$ cat src/sv/luminance_histogram_core_defines.svh
// Assertion macros shared by the histogram core modules.
// No dependencies; expects i_clk and i_rst_n in the including module.
`ifndef LUMINANCE_HISTOGRAM_CORE_DEFINES_SVH
`define LUMINANCE_HISTOGRAM_CORE_DEFINES_SVH

// Same-cycle implication, disabled during reset.
`define LH_ASSERT_IMPL(lbl, ante, cons, msg) \
    lbl: assert property (@(posedge i_clk) disable iff (!i_rst_n) (ante) |-> (cons)) \
        else $error(msg);

// Next-cycle implication, disabled during reset.
`define LH_ASSERT_NEXT(lbl, ante, cons, msg) \
    lbl: assert property (@(posedge i_clk) disable iff (!i_rst_n) (ante) |=> (cons)) \
        else $error(msg);

`endif

$ cat src/sv/lh_pkg.sv
// Shared types and constants of the luminance histogram core.
// No dependencies.
package lh_pkg;

    localparam int NUM_THRESH  = 7;
    localparam int SEL_W       = 3;
    localparam int OUT_COUNT_W = 24;
    localparam int CFG_IDX_W   = 4;
    localparam int CFG_DATA_W  = 8;
    localparam int NB_W        = 4;
    localparam int CHAN_W      = 8;
    localparam int SUM_W       = 10;
    localparam int PROD_W      = 20;

    // brightness = sum / 3 as (sum * 683) >> 11, exact for sum <= 765
    localparam logic [PROD_W-1:0] RECIP_3     = 20'd683;
    localparam int                RECIP_SHIFT = 11;

    localparam int CMD_DEPTH = 4;
    localparam int RES_DEPTH = 2;

    typedef logic [1:0] t_op;
    localparam t_op OP_COUNT = 2'd0;
    localparam t_op OP_READ  = 2'd1;
    localparam t_op OP_CLEAR = 2'd2;
    localparam t_op OP_NOP   = 2'd3;

    localparam logic [CFG_IDX_W-1:0] CFG_N_BUCKETS = 4'd0;
    localparam logic [CFG_IDX_W-1:0] CFG_THR_FIRST = 4'd1;
    localparam logic [CFG_IDX_W-1:0] CFG_THR_LAST  = 4'd7;

    localparam logic [NB_W-1:0]   NB_RESET = 4'd8;
    localparam logic [CHAN_W-1:0] THR_RESET [NUM_THRESH] =
        '{8'd31, 8'd63, 8'd95, 8'd127, 8'd159, 8'd191, 8'd223};

    typedef struct packed {
        logic                  valid;
        logic [CFG_IDX_W-1:0]  index;
        logic [CFG_DATA_W-1:0] data;
    } t_cfg_wr;

    // Classified command, front to back
    typedef struct packed {
        t_op              op;
        logic [SEL_W-1:0] bucket;
    } t_cmd;

    // Read result, back to output queue
    typedef struct packed {
        logic [SEL_W-1:0]       idx;
        logic [OUT_COUNT_W-1:0] cnt;
    } t_res;

endpackage

$ cat src/sv/luminance_histogram_core.sv
// Luminance histogram core: top level joining front end, command queue,
// back end and result queue. Depends on lh_pkg, lh_front, lh_fifo, lh_back.
//
// Use:
//  - Input words (i_op, i_blue, i_green, i_red, i_bucket_select) are taken at
//    an edge with push high and full low. op 0 counts a pixel in the bucket
//    of its brightness (channel sum / 3), op 1 reads one bucket's count,
//    op 2 clears all counts, op 3 is dropped.
//  - Only reads give a result word (o_bucket_index, o_bucket_count), shown
//    while empty is low and taken at an edge with pop high.
//  - Config words (i_cfg_index, i_cfg_data) are taken whenever i_cfg_valid is
//    high; o_cfg_ready is always high. Index 0 is the bucket count, 1..7 the
//    thresholds; other indices are ignored. Write only while idle.
//  - Throughput: one word per cycle while full is low, set by the back end,
//    which updates a counter for each command it pops. A read passes the
//    input stage, command queue and result queue to reach the result ports.
//  - A stalled result side fills the two-word result queue, then the
//    four-word command queue, then the input stage, after which full rises.
//    Counts and clears keep flowing until a read finds the result queue full.
//  - Synchronous reset clears all counts and queues and restores the default
//    eight buckets of width 32.
module luminance_histogram_core #(
    parameter int MAX_BUCKETS = 8,
    parameter int COUNT_BITS  = 24
) (
    input  logic                             i_clk,
    input  logic                             i_rst_n,
    // config channel
    input  logic                             i_cfg_valid,
    output logic                             o_cfg_ready,
    input  logic [lh_pkg::CFG_IDX_W-1:0]     i_cfg_index,
    input  logic [lh_pkg::CFG_DATA_W-1:0]    i_cfg_data,
    // input queue side
    input  logic                             push,
    output logic                             full,
    input  lh_pkg::t_op                      i_op,
    input  logic [lh_pkg::CHAN_W-1:0]        i_blue,
    input  logic [lh_pkg::CHAN_W-1:0]        i_green,
    input  logic [lh_pkg::CHAN_W-1:0]        i_red,
    input  logic [lh_pkg::SEL_W-1:0]         i_bucket_select,
    // result queue side
    output logic                             empty,
    input  logic                             pop,
    output logic [lh_pkg::SEL_W-1:0]         o_bucket_index,
    output logic [lh_pkg::OUT_COUNT_W-1:0]   o_bucket_count
);
    import lh_pkg::*;

    localparam int CMD_W = $bits(t_cmd);
    localparam int RES_W = $bits(t_res);

    t_cfg_wr w_cfg;
    // front to command queue
    logic    w_cmd_push;
    t_cmd    w_cmd_in;
    logic    w_cmd_full;
    // command queue to back
    logic    w_cmd_empty;
    logic    w_cmd_pop;
    t_cmd    w_cmd_out;
    // back to result queue
    logic    w_res_push;
    t_res    w_res_in;
    logic    w_res_full;
    t_res    w_res_out;

    assign o_cfg_ready = 1'b1;
    assign w_cfg.valid = i_cfg_valid;
    assign w_cfg.index = i_cfg_index;
    assign w_cfg.data  = i_cfg_data;

    lh_front #(
        .MAX_BUCKETS (MAX_BUCKETS)
    ) u_front (
        .i_clk           (i_clk),
        .i_rst_n         (i_rst_n),
        .i_cfg           (w_cfg),
        .i_push          (push),
        .o_full          (full),
        .i_op            (i_op),
        .i_blue          (i_blue),
        .i_green         (i_green),
        .i_red           (i_red),
        .i_bucket_select (i_bucket_select),
        .o_cmd_push      (w_cmd_push),
        .o_cmd           (w_cmd_in),
        .i_cmd_full      (w_cmd_full)
    );

    // decouples classification from counter update
    lh_fifo #(
        .WIDTH (CMD_W),
        .DEPTH (CMD_DEPTH)
    ) u_cmd_q (
        .i_clk   (i_clk),
        .i_rst_n (i_rst_n),
        .i_push  (w_cmd_push),
        .i_wdata (w_cmd_in),
        .o_full  (w_cmd_full),
        .i_pop   (w_cmd_pop),
        .o_rdata (w_cmd_out),
        .o_empty (w_cmd_empty)
    );

    lh_back #(
        .MAX_BUCKETS (MAX_BUCKETS),
        .COUNT_BITS  (COUNT_BITS)
    ) u_back (
        .i_clk       (i_clk),
        .i_rst_n     (i_rst_n),
        .i_cmd_empty (w_cmd_empty),
        .i_cmd       (w_cmd_out),
        .o_cmd_pop   (w_cmd_pop),
        .o_res_push  (w_res_push),
        .o_res       (w_res_in),
        .i_res_full  (w_res_full)
    );

    // output register pair; parts back end from the receiver
    lh_fifo #(
        .WIDTH (RES_W),
        .DEPTH (RES_DEPTH)
    ) u_res_q (
        .i_clk   (i_clk),
        .i_rst_n (i_rst_n),
        .i_push  (w_res_push),
        .i_wdata (w_res_in),
        .o_full  (w_res_full),
        .i_pop   (pop),
        .o_rdata (w_res_out),
        .o_empty (empty)
    );

    assign o_bucket_index = w_res_out.idx;
    assign o_bucket_count = w_res_out.cnt;

endmodule

$ cat src/sv/lh_fifo.sv
// Small register-based word queue, used for commands and results.
// Depends on luminance_histogram_core_defines.svh.
`include "luminance_histogram_core_defines.svh"

module lh_fifo #(
    parameter int WIDTH = 8,
    parameter int DEPTH = 2
) (
    input  logic             i_clk,
    input  logic             i_rst_n,
    input  logic             i_push,
    input  logic [WIDTH-1:0] i_wdata,
    output logic             o_full,
    input  logic             i_pop,
    output logic [WIDTH-1:0] o_rdata,
    output logic             o_empty
);

    localparam int PW = (DEPTH > 1) ? $clog2(DEPTH) : 1;
    localparam int CW = $clog2(DEPTH + 1);

    logic [WIDTH-1:0] r_mem [DEPTH];
    logic [PW-1:0]    r_wr;
    logic [PW-1:0]    r_rd;
    logic [CW-1:0]    r_count;
    logic             w_do_push;
    logic             w_do_pop;

    assign o_full    = (r_count == CW'(DEPTH));
    assign o_empty   = (r_count == '0);
    assign o_rdata   = r_mem[r_rd];
    assign w_do_push = i_push && !o_full;
    assign w_do_pop  = i_pop && !o_empty;

    always_ff @(posedge i_clk) begin
        if (w_do_push) begin
            r_mem[r_wr] <= i_wdata;
        end
    end

    always_ff @(posedge i_clk) begin
        if (!i_rst_n) begin
            r_wr    <= '0;
            r_rd    <= '0;
            r_count <= '0;
        end else begin
            if (w_do_push) begin
                r_wr <= (r_wr == PW'(DEPTH - 1)) ? '0 : r_wr + PW'(1);
            end
            if (w_do_pop) begin
                r_rd <= (r_rd == PW'(DEPTH - 1)) ? '0 : r_rd + PW'(1);
            end
            unique case ({w_do_push, w_do_pop})
                2'b10:   r_count <= r_count + CW'(1);
                2'b01:   r_count <= r_count - CW'(1);
                default: r_count <= r_count;
            endcase
        end
    end

    `LH_ASSERT_IMPL(a_cnt_range, 1'b1, r_count <= CW'(DEPTH), "fifo count beyond depth")
    `LH_ASSERT_NEXT(a_cnt_up, w_do_push && !w_do_pop, r_count == $past(r_count) + CW'(1), "fifo count did not rise on push")

endmodule

$ cat src/sv/lh_front.sv
// Front end: config registers, input stage, brightness and bucket classification.
// Depends on lh_pkg and luminance_histogram_core_defines.svh.
`include "luminance_histogram_core_defines.svh"

module lh_front #(
    parameter int MAX_BUCKETS = 8
) (
    input  logic                       i_clk,
    input  logic                       i_rst_n,
    input  lh_pkg::t_cfg_wr            i_cfg,
    input  logic                       i_push,
    output logic                       o_full,
    input  lh_pkg::t_op                i_op,
    input  logic [lh_pkg::CHAN_W-1:0]  i_blue,
    input  logic [lh_pkg::CHAN_W-1:0]  i_green,
    input  logic [lh_pkg::CHAN_W-1:0]  i_red,
    input  logic [lh_pkg::SEL_W-1:0]   i_bucket_select,
    output logic                       o_cmd_push,
    output lh_pkg::t_cmd               o_cmd,
    input  logic                       i_cmd_full
);
    import lh_pkg::*;

    logic [NB_W-1:0]   r_n_buckets;
    logic [CHAN_W-1:0] r_thr [NUM_THRESH];

    logic              r_valid;
    t_op               r_op;
    logic [CHAN_W-1:0] r_bright;
    logic [SEL_W-1:0]  r_sel;

    logic [SUM_W-1:0]  w_sum;
    logic [PROD_W-1:0] w_prod;
    logic [NB_W-1:0]   w_nb;
    logic [SEL_W-1:0]  w_bucket;
    logic              w_accept;
    logic              w_stage_out;

    // config writes; ready is tied high at the top
    always_ff @(posedge i_clk) begin
        if (!i_rst_n) begin
            r_n_buckets <= NB_RESET;
            for (int k = 0; k < NUM_THRESH; k++) begin
                r_thr[k] <= THR_RESET[k];
            end
        end else if (i_cfg.valid) begin
            if (i_cfg.index == CFG_N_BUCKETS) begin
                r_n_buckets <= i_cfg.data[NB_W-1:0];
            end else if (i_cfg.index >= CFG_THR_FIRST && i_cfg.index <= CFG_THR_LAST) begin
                r_thr[3'(i_cfg.index - CFG_THR_FIRST)] <= i_cfg.data;
            end
        end
    end

    // brightness by reciprocal multiply
    assign w_sum  = SUM_W'(i_blue) + SUM_W'(i_green) + SUM_W'(i_red);
    assign w_prod = PROD_W'(w_sum) * RECIP_3;

    assign w_stage_out = r_valid && (r_op == OP_NOP || !i_cmd_full);
    assign o_full      = r_valid && !w_stage_out;
    assign w_accept    = i_push && !o_full;

    always_ff @(posedge i_clk) begin
        if (!i_rst_n) begin
            r_valid <= 1'b0;
        end else if (w_accept) begin
            r_valid <= 1'b1;
        end else if (w_stage_out) begin
            r_valid <= 1'b0;
        end
    end

    always_ff @(posedge i_clk) begin
        if (w_accept) begin
            r_op     <= i_op;
            r_bright <= w_prod[RECIP_SHIFT +: CHAN_W];
            r_sel    <= i_bucket_select;
        end
    end

    // effective bucket count, then lowest matching threshold wins
    always_comb begin
        w_nb = r_n_buckets;
        if (r_n_buckets == '0) begin
            w_nb = NB_W'(1);
        end else if (r_n_buckets > NB_W'(MAX_BUCKETS)) begin
            w_nb = NB_W'(MAX_BUCKETS);
        end
        w_bucket = SEL_W'(w_nb - NB_W'(1));
        for (int k = NUM_THRESH; k >= 1; k--) begin
            if (NB_W'(k) < w_nb && r_bright <= r_thr[k-1]) begin
                w_bucket = SEL_W'(k - 1);
            end
        end
    end

    assign o_cmd_push  = r_valid && (r_op != OP_NOP) && !i_cmd_full;
    assign o_cmd.op     = r_op;
    assign o_cmd.bucket = (r_op == OP_READ) ? r_sel : w_bucket;

    `LH_ASSERT_NEXT(a_stage_load, w_accept, r_valid, "accepted word missing from stage")

endmodule

$ cat src/sv/lh_back.sv
// Back end: bucket counters, saturating increment, clear and read-out.
// Depends on lh_pkg and luminance_histogram_core_defines.svh.
`include "luminance_histogram_core_defines.svh"

module lh_back #(
    parameter int MAX_BUCKETS = 8,
    parameter int COUNT_BITS  = 24
) (
    input  logic          i_clk,
    input  logic          i_rst_n,
    input  logic          i_cmd_empty,
    input  lh_pkg::t_cmd  i_cmd,
    output logic          o_cmd_pop,
    output logic          o_res_push,
    output lh_pkg::t_res  o_res,
    input  logic          i_res_full
);
    import lh_pkg::*;

    logic [COUNT_BITS-1:0] r_counts [MAX_BUCKETS];
    logic [COUNT_BITS-1:0] w_sel_cnt;
    logic [31:0]           w_cnt_wide;
    logic                  w_any_count;

    // a read waits for room in the result queue
    assign o_cmd_pop  = !i_cmd_empty && (i_cmd.op != OP_READ || !i_res_full);
    assign o_res_push = o_cmd_pop && (i_cmd.op == OP_READ);

    always_ff @(posedge i_clk) begin
        if (!i_rst_n) begin
            for (int i = 0; i < MAX_BUCKETS; i++) begin
                r_counts[i] <= '0;
            end
        end else if (o_cmd_pop) begin
            unique case (i_cmd.op)
                OP_CLEAR: begin
                    for (int i = 0; i < MAX_BUCKETS; i++) begin
                        r_counts[i] <= '0;
                    end
                end
                OP_COUNT: begin
                    for (int i = 0; i < MAX_BUCKETS; i++) begin
                        if (i_cmd.bucket == SEL_W'(i) && r_counts[i] != '1) begin
                            r_counts[i] <= r_counts[i] + COUNT_BITS'(1);
                        end
                    end
                end
                default: ;
            endcase
        end
    end

    // select beyond MAX_BUCKETS reads as zero
    always_comb begin
        w_sel_cnt   = '0;
        w_any_count = 1'b0;
        for (int i = 0; i < MAX_BUCKETS; i++) begin
            if (i_cmd.bucket == SEL_W'(i)) begin
                w_sel_cnt = r_counts[i];
            end
            w_any_count = w_any_count | (|r_counts[i]);
        end
    end

    assign w_cnt_wide = 32'(w_sel_cnt);
    assign o_res.idx  = i_cmd.bucket;
    assign o_res.cnt  = w_cnt_wide[OUT_COUNT_W-1:0];

    `LH_ASSERT_NEXT(a_clear, o_cmd_pop && i_cmd.op == OP_CLEAR, !w_any_count, "counts not zero after clear")

endmodule

$ cat config.mk
export PLATFORM = sky130hd
export DESIGN_NAME = luminance_histogram_core
export DESIGN_NICKNAME = d
export VERILOG_FILES = /design/src/sv/lh_pkg.sv /design/src/sv/luminance_histogram_core.sv /design/src/sv/lh_fifo.sv /design/src/sv/lh_front.sv /design/src/sv/lh_back.sv
export VERILOG_INCLUDE_DIRS = /design/src /design/src/sv
export SDC_FILE = /design/constraint.sdc
export NUM_CORES = 1
export LEC_CHECK = 0
export BUFFER_PORTS_ARGS = -buffer_cell sky130_fd_sc_hd__buf_2
export CAP_MARGIN = 10
export CORE_MARGIN = 2
export CORE_UTILIZATION = 48
export DETAILED_ROUTE_END_ITERATION = 10
export SETUP_SLACK_MARGIN = 0.4
export SYNTH_ARGS = -nofsm -noshare
export SYNTH_HDL_FRONTEND = slang
export SYNTH_SLANG_ARGS = --single-unit
$ cat constraint.sdc
create_clock -name i_clk -period 9.3 [get_ports i_clk]
set_input_delay 0.465 -clock i_clk [delete_from_list [all_inputs] [get_ports i_clk]]
set_output_delay 0.465 -clock i_clk [all_outputs]
set_load 0.05 [all_outputs]
==> results.rst, run 1 <==
.. list-table::
   :header-rows: 1

   * - Metric
     - Value
   * - Status
     - completed
   * - Hold path endpoint
     - u_front.r_sel[0]
   * - Post-detail-place hpwl
     - 36,500 um
   * - Clock root buffer
     - sky130_fd_sc_hd__clkbuf_16
   * - Fin Setup TNS
     - 0 ns
   * - Total DRC errors in the routed layout
     - 0
   * - Clock tree from TritonCTS
     - yes
   * - Worst Skew
     - 0.0309 ns
   * - Most frequently used cell type in the post-synthesis netlist
     - sky130_fd_sc_hd__nor2_1
   * - Crit path max fanout
     - 4
   * - Worst R2R Path Depth
     - 6
   * - Busiest layer in global routing
     - met2
   * - Fraction of final layout cells with drive strength greater than 1
     - 11.6%
   * - Cell row count
     - 77
   * - Via count
     - 14.9k
   * - Most instantiated flip-flop cell in the synthesis netlist
     - sky130_fd_sc_hd__edfxtp_1
   * - Commonest cells post-synth
     - sky130_fd_sc_hd__nor2_1, sky130_fd_sc_hd__edfxtp_1, sky130_fd_sc_hd__nand2_1, sky130_fd_sc_hd__ha_1, sky130_fd_sc_hd__inv_1
   * - Global-route wire length before repair
     - 79,500 um
   * - Largest family of logic cells by synthesized area
     - simple AND/OR/NAND/NOR gates
   * - Class of the most critical setup path
     - in2reg
   * - Worst r2r dst
     - u_back.r_counts[2][47]
   * - Per-cell via count in the routed design
     - 5.51
   * - Largest area contributor in the synthesized netlist
     - sky130_fd_sc_hd__edfxtp_1
   * - Number of buffers added by the clock tree synthesis step
     - 40
   * - P_sw
     - 3330 uW
   * - Max stage delay cell, worst path
     - sky130_fd_sc_hd__fa_1
   * - Area of the die
     - 0.0459 mm^2
   * - Net total in the final layout
     - 2,302
   * - Drt total wl
     - 50,000 um
   * - Stage delay of the slowest cell on the critical path
     - 0.54 ns
   * - Number of global-route vias before repair
     - 14.6k
   * - CTS hold repair buffers
     - 0
   * - Post-Synth Adder-Cell Area
     - 11.1%
   * - Total grt overflow
     - 0
   * - Worst slew margin relative to its limit
     - 23.4%
   * - Met3 Use GR
     - 3.26%
   * - Clock tree buffer depth
     - 3
   * - Overall power of the completed layout
     - 8270 uW
   * - Final critical-path share of the clock period
     - 75.2%
   * - Post-synthesis sequential area ratio
     - 47.7%
   * - Count of instances resized after the clock tree is built
     - 0
   * - Number of buffers inserted to repair setup after CTS
     - 0
   * - Number of buffers and inverters on the critical path
     - 4
   * - Net switching share of the total power
     - 40.3%
   * - Share of Yosys cell area claimed by the top area cell type
     - 42.9%
   * - Most used cell, CP
     - sky130_fd_sc_hd__ha_1
   * - Net count of the mapped netlist
     - 2,233
   * - Register share of total power
     - 29.9%
   * - Worst R2R Setup Slack
     - 4.95 ns
   * - Initial antenna violation count
     - 0
   * - Fraction of the mapped netlist area in compound gates
     - 6.08%
   * - Type of element capturing the critical path
     - flip-flop
   * - Number of detailed-route iterations in the first pass
     - 5
   * - Met1 track demand over resource
     - 29.0%
   * - H-tree level count
     - 2
   * - DP Cell Count
     - 2,632
   * - Xor/xnor cell area share of the yosys netlist
     - 8.47%
   * - Number of max-capacitance violations reported
     - 0
   * - CTS clk-pin slew, worst paths
     - 0.06 ns
   * - Die W
     - 214 um
   * - Part of the total power dissipated in the clock network
     - 20.8%
   * - Peak VDD IR
     - 0.000598 V
   * - Effective utilization at floorplan
     - 48.3%
   * - Relative contribution of combinational cells to total power
     - 49.3%
   * - Depth of the worst hold-timing path
     - 1
   * - Growth of design area from synthesis to finish
     - 11.4%
   * - Post-synth ARST share
     - 0%
   * - Netlist cell types
     - 68
   * - Diodes inserted
     - 0
   * - F_max
     - 143 MHz
   * - Internal power summed over all cells
     - 4940 uW
   * - Synthesis Warnings
     - 0
   * - Leakage component of the power
     - 0.00913 uW
   * - Fin. Hold Viols
     - 0
   * - Data arrival, critical path
     - 7.31 ns
   * - Simple-gate share of the synthesized area
     - 16.7%
   * - Top post-synthesis cells by area
     - sky130_fd_sc_hd__edfxtp_1, sky130_fd_sc_hd__ha_1, sky130_fd_sc_hd__nor2_1
   * - Layout Cells excl Fill
     - 2,706
   * - Summed instance area of the synthesized netlist
     - 0.0212 mm^2
   * - Min Tclk post-route
     - 7.00 ns
   * - Required @ worst endpoint
     - 9.61 ns
   * - Skew-Pair Late Insertion Delay
     - 0.58 ns
   * - Placer congestion estimate
     - 0.874
   * - Input/output buffers
     - 74
   * - Final number of max-transition violations
     - 0
   * - Met2 usage in global routing
     - 36.7%
   * - Number of placed I/O pins
     - 76
   * - Total power per unit cell area
     - 350 mW/mm^2
   * - Crit-path leading delay family
     - adder cells
   * - Detailed router's first-iteration violation count
     - 970
   * - Mux cell area share after synthesis
     - 6.04%
   * - Overall track demand over capacity in global routing
     - 21.8%
   * - Pin count of the biggest net entering global routing
     - 49
   * - Hold WC Path Type
     - in2reg
   * - Die height
     - 214 um
   * - Routed wire per std cell
     - 18.5 um
   * - Unrepaired setup endpoints after global routing
     - false
   * - Synthesized netlist cell count
     - 2,013
   * - Origin of the worst min-delay path
     - i_bucket_select[0]
   * - CTS sink count
     - 354
   * - # setup viols final
     - 0
   * - Count of state elements after synthesis
     - 354
   * - Worst setup SP type
     - primary input
   * - Number of nets still failing antenna checks after routing
     - 0
   * - Worst-margin pin slew
     - 1.14 ns
   * - Placeable Area
     - 0.0439 mm^2
   * - Number of flops mapped to enable cells by yosys
     - 303
   * - Mean cell area of the mapped netlist
     - 10.5 um^2
[per-stage QoR]
stage               utilization (%)  hold slack (ns)  setup slack, ns  area (um^2)
floorplan                         -            0.443             2.51        21200
global placement               50.5            0.467             1.98        22200
detailed placement             50.5            0.472             1.81        22200
CTS                            53.8           0.0611             2.38        23600
global route                   53.8           0.0615             1.83        23600
finish                         53.8           0.0825             2.30        23600
[worst max-delay path by stage]
stage,from,to,slack [ns],cells after the start
3_5_place_dp,i_blue[0],u_front.r_bright[6],1.81,29
2_1_floorplan,i_blue[0],u_front.r_bright[6],2.51,28
4_1_cts,i_blue[0],u_front.r_bright[6],2.38,29
6_report,i_blue[0],u_front.r_bright[6],2.30,29
5_1_grt,i_green[0],u_front.r_bright[6],1.83,29
3_3_place_gp,i_blue[0],u_front.r_bright[6],1.98,29
[flip-flops by register name, summed over array words and instances (netlist names), 2 cells and up, named ones only]
signal / flops
u_back.r_counts: 192
u_res_q.r_mem: 54
u_cmd_q.r_mem: 20
u_res_q.r_count: 2
u_front.r_thr: 56
u_front.r_bright: 8
u_front.r_op: 2
u_front.r_n_buckets: 4
u_cmd_q.r_rd: 2
u_cmd_q.r_count: 3
u_cmd_q.r_wr: 2
u_front.r_sel: 3
[placed cells by master (no fill, tap or decap), types with 67 or more instances in the layout]
cell type	n
sky130_fd_sc_hd__buf_2	74
sky130_fd_sc_hd__nand3_1	77
sky130_fd_sc_hd__xor2_1	130
sky130_fd_sc_hd__nor2_1	314
sky130_fd_sc_hd__a21oi_1	67
sky130_fd_sc_hd__ha_1	151
sky130_fd_sc_hd__nand2_1	176
sky130_fd_sc_hd__edfxtp_1	303
sky130_fd_sc_hd__inv_1	146
sky130_fd_sc_hd__xnor2_1	75
[routing by layer]
layer | routed length [um] | vias up | share of wire, %
li1 | - | 7232 | -
met1 | 22100 | 7252 | 44
met2 | 24100 | 336 | 48
met3 | 2330 | 90 | 4.6
met4 | 1560 | 0 | 3.1
met5 | 0 | - | 0
[kinds of logic after synthesis]
family | count (synthesis)
AO/OA/AOI/OAI | 206
XOR/XNOR | 205
adder cells (fa/ha/maj) | 174
buffers and inverters | 210
flip-flops | 354
multiplexers | 94
other | 1
AND/OR/NAND/NOR | 769
[power groups by stage]
stage	combinational [uW]	clock [uW]	sequential [uW]
after floorplan	3130	0	2380
after detailed placement	4080	0	2510
after global routing	4710	1810	2510
after global placement	4010	0	2500
after CTS	4140	1750	2480
final	4070	1720	2480
[layout make-up]
cell class	instances	area (um^2)
tap	592	741
inverter	147	552
timing repair buffer	90	490
clock buffer	54	1190
sequential	354	10100
multi-input combinational	1449	10300
fill	3960	20300
clock inverter	20	265
No activity file was read; power rests on OpenSTA's default activity.
==> run 2, diff against run 1 <==
- ABC_AREA: not set -> 1
- PLACE_DENSITY: not set -> 0.67
- clock period: 9.3 -> 6.35 ns (I/O delays scaled with it)
==> run 2 against run 1 <==
Worst setup slack lost 1.5 ns; die area grew 5.7%; clock-buffer cell count shrank 5; critical path type unchanged.
==> results.rst, run 2 <==
.. list-table::
   :header-rows: 1

   * - Metric
     - Value
   * - Growth of design area from synthesis to finish
     - 11.2%
   * - F_max
     - 180 MHz
   * - Net total in the final layout
     - 2,901 (+26%)
   * - Most common cell after layout, fill and taps aside
     - sky130_fd_sc_hd__nand2_1
   * - CTS sink count
     - 354 (unchanged)
   * - Placeable Area
     - 0.0464 mm^2 (+5.5%)
   * - Crit-path leading delay family
     - adder cells
   * - Fraction of the mapped netlist area in compound gates
     - 6.90% (+0.82 points)
   * - Number of nets still failing antenna checks after routing
     - 0 (unchanged)
   * - Diodes inserted
     - 0 (unchanged)
   * - Post-synthesis sequential area ratio
     - 45.1% (-2.6 points)
   * - Class of the most critical setup path
     - in2reg
   * - Min Tclk post-route
     - 5.56 ns
   * - Drt total wl
     - 54,900 um (+9.7%)
   * - Number of buffers and inverters on the critical path
     - 6 (+2)
   * - Pre-CTS WS
     - -0.0211 ns (-1.83 ns)
   * - Commonest cells post-synth
     - sky130_fd_sc_hd__nand2_1, sky130_fd_sc_hd__inv_1, sky130_fd_sc_hd__edfxtp_1, sky130_fd_sc_hd__nor2_1, sky130_fd_sc_hd__nand3_1
   * - Summed instance area of the synthesized netlist
     - 0.0224 mm^2 (+5.8%)
   * - Clock tree buffer depth
     - 3 (unchanged)
   * - Total grt overflow
     - 0 (unchanged)
   * - Max FFs per register
     - 192 (unchanged)
   * - Simple-gate share of the synthesized area
     - 24.4% (+7.7 points)
   * - Type of element capturing the critical path
     - flip-flop
   * - Peak VDD IR
     - 0.000827 V (+38%)
   * - Largest area contributor in the synthesized netlist
     - sky130_fd_sc_hd__edfxtp_1
   * - Global-route wire length before repair
     - 87,000 um (+9.5%)
   * - Initial antenna violation count
     - 0 (unchanged)
   * - # setup viols final
     - 0 (unchanged)
   * - Total power per unit cell area
     - 544 mW/mm^2 (+55%)
   * - Effective utilization at floorplan
     - 48.4% (+0.12 points)
   * - Post-detail-place hpwl
     - 41,100 um (+13%)
   * - Overall power of the completed layout
     - 13,600 uW (+64%)
   * - Max stage delay cell, worst path
     - sky130_fd_sc_hd__fa_1
   * - Crit path max fanout
     - 4 (unchanged)
   * - Leakage component of the power
     - 0.0103 uW (+13%)
   * - Mean cell area of the mapped netlist
     - 8.66 um^2 (-18%)
   * - Number of max-capacitance violations reported
     - 0 (unchanged)
   * - Count of state elements after synthesis
     - 354 (unchanged)
   * - Placer congestion estimate
     - 0.901 (+3.1%)
   * - Hold WC Path Type
     - in2reg
   * - Number of placed I/O pins
     - 76 (unchanged)
   * - Most instantiated flip-flop cell in the synthesis netlist
     - sky130_fd_sc_hd__edfxtp_1
   * - Final number of max-transition violations
     - 0 (unchanged)
   * - Largest regs
     - u_back.r_counts: 192 flops, u_front.r_thr: 56 flops, u_res_q.r_mem: 54 flops
   * - Fraction of final layout cells with drive strength greater than 1
     - 9.88% (-1.8 points)
   * - Per-cell via count in the routed design
     - 5.36 (-2.6%)
   * - Most used cell, CP
     - sky130_fd_sc_hd__nand2_1
   * - Stage delay of the slowest cell on the critical path
     - 0.55 ns (about the same)
   * - Xor/xnor cell area share of the yosys netlist
     - 3.83% (-4.6 points)
   * - Clock tree from TritonCTS
     - yes
   * - Number of detailed-route iterations in the first pass
     - 6 (+1)
   * - CTS clk-pin slew, worst paths
     - 0.06 ns (about the same)
   * - Number of flops mapped to enable cells by yosys
     - 303 (unchanged)
   * - Data arrival, critical path
     - 5.90 ns (-1.41 ns)
   * - Die W
     - 220 um (+2.8%)
   * - Post-synth ARST share
     - 0% (unchanged)
   * - Total DRC errors in the routed layout
     - 0 (unchanged)
   * - Cell row count
     - 79 (+2.6%)
   * - Net count of the mapped netlist
     - 2,811 (+26%)
   * - Worst-margin pin slew
     - 1.14 ns (+0.00385 ns)
   * - Post-layout worst setup margin
     - 0.793 ns (-1.51 ns)
   * - Most frequent cells in the layout
     - sky130_fd_sc_hd__nand2_1, sky130_fd_sc_hd__inv_1, sky130_fd_sc_hd__edfxtp_1
   * - Synthesized netlist cell count
     - 2,591 (+29%)
   * - H-tree level count
     - 2 (unchanged)
   * - Final critical-path share of the clock period
     - 87.5%
   * - Mux cell area share after synthesis
     - 1.36% (-4.7 points)
   * - Netlist cell types
     - 55 (-19%)
   * - Clock root buffer
     - sky130_fd_sc_hd__clkbuf_16
   * - Core Util, Final
     - 53.8% (about the same)
   * - Share of Yosys cell area claimed by the top area cell type
     - 40.6% (-2.3 points)
   * - Die height
     - 220 um (+2.8%)
   * - Skew-Pair Late Insertion Delay
     - 0.58 ns (about the same)
   * - Worst setup SP type
     - primary input
   * - Routed wire per std cell
     - 16.5 um (-11%)
   * - Required @ worst endpoint
     - 6.69 ns (-2.92 ns)
   * - Largest family of logic cells by synthesized area
     - simple AND/OR/NAND/NOR gates
   * - Fin. Hold Viols
     - 0 (unchanged)
   * - Number of buffers added by the clock tree synthesis step
     - 41 (+2.5%)
   * - Worst slew margin relative to its limit
     - 23.8% (+0.44 points)
   * - Worst Skew
     - 0.0319 ns (+0.00100 ns)
   * - Detailed router's first-iteration violation count
     - 1,215 (+25%)
   * - Input/output buffers
     - 74 (unchanged)
   * - Most flop-heavy register
     - u_back.r_counts
   * - Status
     - completed
   * - Top post-synthesis cells by area
     - sky130_fd_sc_hd__edfxtp_1, sky130_fd_sc_hd__ha_1, sky130_fd_sc_hd__nand2_1
   * - Unrepaired setup endpoints after global routing
     - true
   * - Via count
     - 17.8k (+19%)
   * - Pin count of the biggest net entering global routing
     - 42 (-14%)
   * - Overall track demand over capacity in global routing
     - 22.8% (+0.95 points)
   * - Post-Synth Adder-Cell Area
     - 10.5% (-0.61 points)
   * - Synthesis Warnings
     - 0 (unchanged)
   * - Area of the die
     - 0.0485 mm^2 (+5.7%)
   * - Most frequently used cell type in the post-synthesis netlist
     - sky130_fd_sc_hd__nand2_1
   * - Number of global-route vias before repair
     - 17.0k (+16%)
[run 2: worst paths after layout]
check             slack (ns)                    from  depth (start not counted)                     end
setup / recovery        0.79               i_blue[0]                         33     u_front.r_bright[7]
hold / removal          0.06           i_cfg_data[1]                          3     u_front.r_thr[0][1]
setup reg to reg        2.28               flip-flop                         10  u_back.r_counts[0][26]
hold reg to reg         0.45  u_front.r_n_buckets[0]                          2  u_front.r_n_buckets[0]
[run 2: through the flow]
| stage | hold slack [ns] | setup TNS (ns) | cells | cell area [um^2] |
|---|---|---|---|---|
| floorplan | 0.416 | 0 | 2591 | 22400 |
| global placement | 0.437 | 0 | 3237 | 23500 |
| detailed placement | 0.440 | -0.0211 | 3237 | 23500 |
| CTS | 0.0384 | 0 | 3317 | 24900 |
| global route | 0.0509 | 0 | 3319 | 25000 |
| finish | 0.0570 | 0 | 3319 | 25000 |
[run 2: power breakdown]
part           switching, uW  total, uW  leakage, uW  internal, uW
Combinational           4610       7220      0.00619          2610
Sequential               496       3900      0.00346          3400
Clock                    974       2450     0.000673          1480
[run 2: cells by family after synthesis]
logic type      after synthesis
compound gates              276
xor+xnor                     98
fa+ha+maj                   174
buf+inv                     455
flops                       354
mux                          27
other cells                   1
simple gates               1206
[run 2: cell type report]
class | count | area [um^2]
clock inverters | 25 | 325
multi-input cells | 1782 | 10600
repair buffers | 103 | 603
inverters | 399 | 1500
fillers | 4167 | 21400
clock buffers | 49 | 1060
well taps | 607 | 759
flip-flops and latches | 354 | 10100
[run 2: what timing repair did]
item | 4_1_cts | 5_1_grt
hold buffers | 6 | 0
endpoints found under the hold margin | 6 | 0
setup buffers | 0 | 2
gates resized for setup | 0 | 11
endpoints found under the setup margin | 0 | 5
[run 2: layer usage]
metal | part of all wire [%] | GRT usage (%) | up-vias
met2 | 49 | 39.3 | 397
met3 | 4.6 | 3.29 | 98
li1 | - | - | 8874
met4 | 3.5 | 8.81 | 0
met1 | 43 | 28.9 | 8436
met5 | 0 | 0 | -
[run 2: worst reg2reg max path: stages (launching register included)]
cell and delay [ns]:
sky130_fd_sc_hd__dfxtp_1 0.57, sky130_fd_sc_hd__inv_2 0.14, sky130_fd_sc_hd__nand2_1 0.09, sky130_fd_sc_hd__nand3_1 0.10
sky130_fd_sc_hd__nand2_4 0.15, sky130_fd_sc_hd__inv_2 0.09, sky130_fd_sc_hd__nor2_2 0.74, sky130_fd_sc_hd__nand2_1 0.24
sky130_fd_sc_hd__a21oi_1 0.26, sky130_fd_sc_hd__nand2_2 0.35, sky130_fd_sc_hd__nand2_1 0.93
==> run 3, diff against run 2 <==
- ABC_AREA: 1 -> not set
- CORE_ASPECT_RATIO: not set -> 1.75
==> run 3 against run 2 <==
Non-clock buffer count is 26 higher; cell area down 4.3%; sequential share of layout area rose by 1.8 points; clock power down 15%; global-route usage rose by 0.52 points; combinational power up 3.5%; sequential cell count is the same; final cell count is 18% lower.
==> results.rst, run 3 (synthesized netlist as in run 1, its figures left out) <==
.. list-table::
   :header-rows: 1

   * - Metric
     - Value
   * - CTS sink count
     - 354 (unchanged)
   * - F_max
     - 173 MHz (-4.0%)
   * - Input/output buffers
     - 74 (unchanged)
   * - Most used cell, CP
     - sky130_fd_sc_hd__ha_4
   * - Routed metal-1 wire length
     - 18,600 um (-20%)
   * - Total grt overflow
     - 0 (unchanged)
   * - Fin. Hold Viols
     - 0 (unchanged)
   * - Most frequent cells in the layout
     - sky130_fd_sc_hd__nor2_1, sky130_fd_sc_hd__edfxtp_1, sky130_fd_sc_hd__nand2_1
   * - Area of the die
     - 0.0460 mm^2 (-5.2%)
   * - Skew-Pair Late Insertion Delay
     - 0.54 ns (-0.04 ns)
   * - Clock tree buffer depth
     - 3 (unchanged)
   * - Die height
     - 282 um (+28%)
   * - Worst slew margin relative to its limit
     - 21.3% (-2.5 points)
   * - Per-cell via count in the routed design
     - 5.69 (+6.0%)
   * - Depth of the worst hold-timing path
     - 3 (unchanged)
   * - Post-layout worst setup margin
     - 0.561 ns (-0.233 ns)
   * - Type of element capturing the critical path
     - flip-flop
   * - Status
     - completed
   * - Diodes inserted
     - 0 (unchanged)
   * - Pin count of the biggest net entering global routing
     - 48 (+14%)
   * - Origin of the worst min-delay path
     - push
   * - Unrepaired setup endpoints after global routing
     - true
   * - Total DRC errors in the routed layout
     - 0 (unchanged)
   * - Growth of design area from synthesis to finish
     - 12.5%
   * - Worst R2R Setup Slack
     - 2.12 ns (-0.16 ns)
   * - Largest regs
     - u_back.r_counts: 192 flops, u_front.r_thr: 56 flops, u_res_q.r_mem: 54 flops
   * - Pre-CTS WS
     - -0.261 ns (-0.240 ns)
   * - Crit path max fanout
     - 3 (-1)
   * - Number of nets still failing antenna checks after routing
     - 0 (unchanged)
   * - Number of global-route vias before repair
     - 15.9k (-6.0%)
   * - Fin Setup TNS
     - 0 ns (unchanged)
   * - Number of placed I/O pins
     - 76 (unchanged)
   * - # setup viols final
     - 0 (unchanged)
   * - Placeable Area
     - 0.0435 mm^2 (-6.2%)
   * - Required @ worst endpoint
     - 6.62 ns (-0.07 ns)
   * - Routed wire per std cell
     - 19.6 um (+19%)
   * - Cell row count
     - 101 (+28%)
   * - Crit-path leading delay family
     - adder cells
   * - Worst setup SP type
     - primary input
   * - Hold WC Path Type
     - in2reg
   * - Post-detail-place hpwl
     - 40,200 um (-2.3%)
   * - Class of the most critical setup path
     - in2reg
   * - Max FFs per register
     - 192 (unchanged)
   * - Clock tree from TritonCTS
     - yes
   * - Final critical-path share of the clock period
     - 91.2% (+3.7 points)
   * - Top metal layer carrying routed signals
     - met4
   * - Via count
     - 15.4k (-14%)
   * - Worst-margin pin slew
     - 1.18 ns (+0.0352 ns)
   * - Overall track demand over capacity in global routing
     - 23.3% (+0.52 points)
   * - CTS clk-pin slew, worst paths
     - 0.06 ns (about the same)
   * - Fraction of final layout cells with drive strength greater than 1
     - 14.1% (+4.2 points)
   * - Initial antenna violation count
     - 0 (unchanged)
   * - Global-route wire length before repair
     - 83,400 um (-4.1%)
   * - Die W
     - 163 um (-26%)
   * - Met3 routed wirelength
     - 1900 um (-25%)
   * - Worst Skew
     - 0.0325 ns (+0.000683 ns)
   * - Most flop-heavy register
     - u_back.r_counts
   * - Min Tclk post-route
     - 5.79 ns (+0.233 ns)
   * - Total power per unit cell area
     - 552 mW/mm^2 (+1.5%)
   * - Worst R2R Path Depth
     - 5 (-5)
   * - Leakage component of the power
     - 0.00920 uW (-11%)
   * - Detailed router's first-iteration violation count
     - 947 (-22%)
   * - Hold path endpoint
     - u_front.r_valid
   * - Drt total wl
     - 53,100 um (-3.2%)
   * - Effective utilization at floorplan
     - 48.8% (+0.39 points)
   * - Net total in the final layout
     - 2,335 (-20%)
   * - Most common cell after layout, fill and taps aside
     - sky130_fd_sc_hd__nor2_1
   * - H-tree level count
     - 2 (unchanged)
   * - Data arrival, critical path
     - 6.06 ns (+0.16 ns)
   * - Met2 WL post-DR
     - 28,700 um (+6.0%)
   * - Placer congestion estimate
     - 0.903 (+0.26%)
   * - Number of buffers and inverters on the critical path
     - 5 (-1)
   * - Final number of max-transition violations
     - 0 (unchanged)
   * - Number of detailed-route iterations in the first pass
     - 5 (-1)
   * - Worst r2r dst
     - u_back.r_counts[1][43]
   * - Number of buffers added by the clock tree synthesis step
     - 34 (-17%)
   * - Number of max-capacitance violations reported
     - 0 (unchanged)
   * - Clock root buffer
     - sky130_fd_sc_hd__clkbuf_16
   * - Stage delay of the slowest cell on the critical path
     - 0.50 ns (-0.05 ns)
   * - Max stage delay cell, worst path
     - sky130_fd_sc_hd__fa_1
   * - Peak VDD IR
     - 0.000668 V (-19%)
-- run 3: worst max path at each step --
stage                   start                   to  slack [ns]  cells after the start
global route        i_blue[1]  u_front.r_bright[5]        0.26                     28
global placement    i_blue[0]  u_front.r_bright[6]       -0.19                     27
finish              i_blue[1]  u_front.r_bright[5]        0.56                     29
floorplan           i_blue[0]  u_front.r_bright[6]        0.13                     28
CTS                 i_blue[0]  u_front.r_bright[6]        0.40                     28
detailed placement  i_blue[1]  u_front.r_bright[6]       -0.26                     28
-- run 3: repair_timing --
item | 4_1_cts | 5_1_grt
endpoints found under the setup margin | 4 | 6
hold endpoints to repair | 5 | 0
setup buffers | 1 | 2
pin swaps | 2 | 30
hold buffers | 5 | 0
resized for setup | 1 | 30
-- run 3: final cells by class --
| type | instances | area [um^2] |
|---|---|---|
| multi-input combinational | 1449 | 10500 |
| sequential | 354 | 10100 |
| clock buffer | 52 | 1050 |
| timing repair buffer | 129 | 816 |
| clock inverter | 10 | 78.8 |
| fill | 3778 | 19600 |
| tap | 566 | 708 |
| inverter | 147 | 552 |
-- run 3: tightest hold or removal path, cell delays in order --
cell and delay (ns):
sky130_fd_sc_hd__buf_2 0.08, sky130_fd_sc_hd__nor2_1 0.04, sky130_fd_sc_hd__nor2_1 0.07
-- run 3: power breakdown --
| group | switching [uW] | total (uW) | internal, uW |
|---|---|---|---|
| sequential | 421 | 3630 | 3210 |
| combinational | 4120 | 7470 | 3350 |
| clock | 922 | 2090 | 1160 |
-- run 3: per-layer routing --
metal / vias to the layer above / global-route usage (%)
met5: - / 0
met4: 0 / 15.3
met3: 150 / 2.20
met2: 429 / 44.5
met1: 7528 / 23.9
li1: 7293 / -
-- run 3: through the flow --
| stage | std cells | util [%] | hold slack (ns) | power [uW] | cell area [um^2] |
|---|---|---|---|---|---|
| after floorplan | 2013 | - | 0.416 | 8220 | 21300 |
| after global placement | 2635 | 51.6 | 0.465 | 10100 | 22400 |
| after detailed placement | 2635 | 51.6 | 0.474 | 10300 | 22400 |
| after CTS | 2703 | 54.4 | 0.00362 | 12500 | 23600 |
| after global routing | 2707 | 54.9 | 0.0327 | 14200 | 23900 |
| final | 2707 | 54.9 | 0.0283 | 13200 | 23900 |
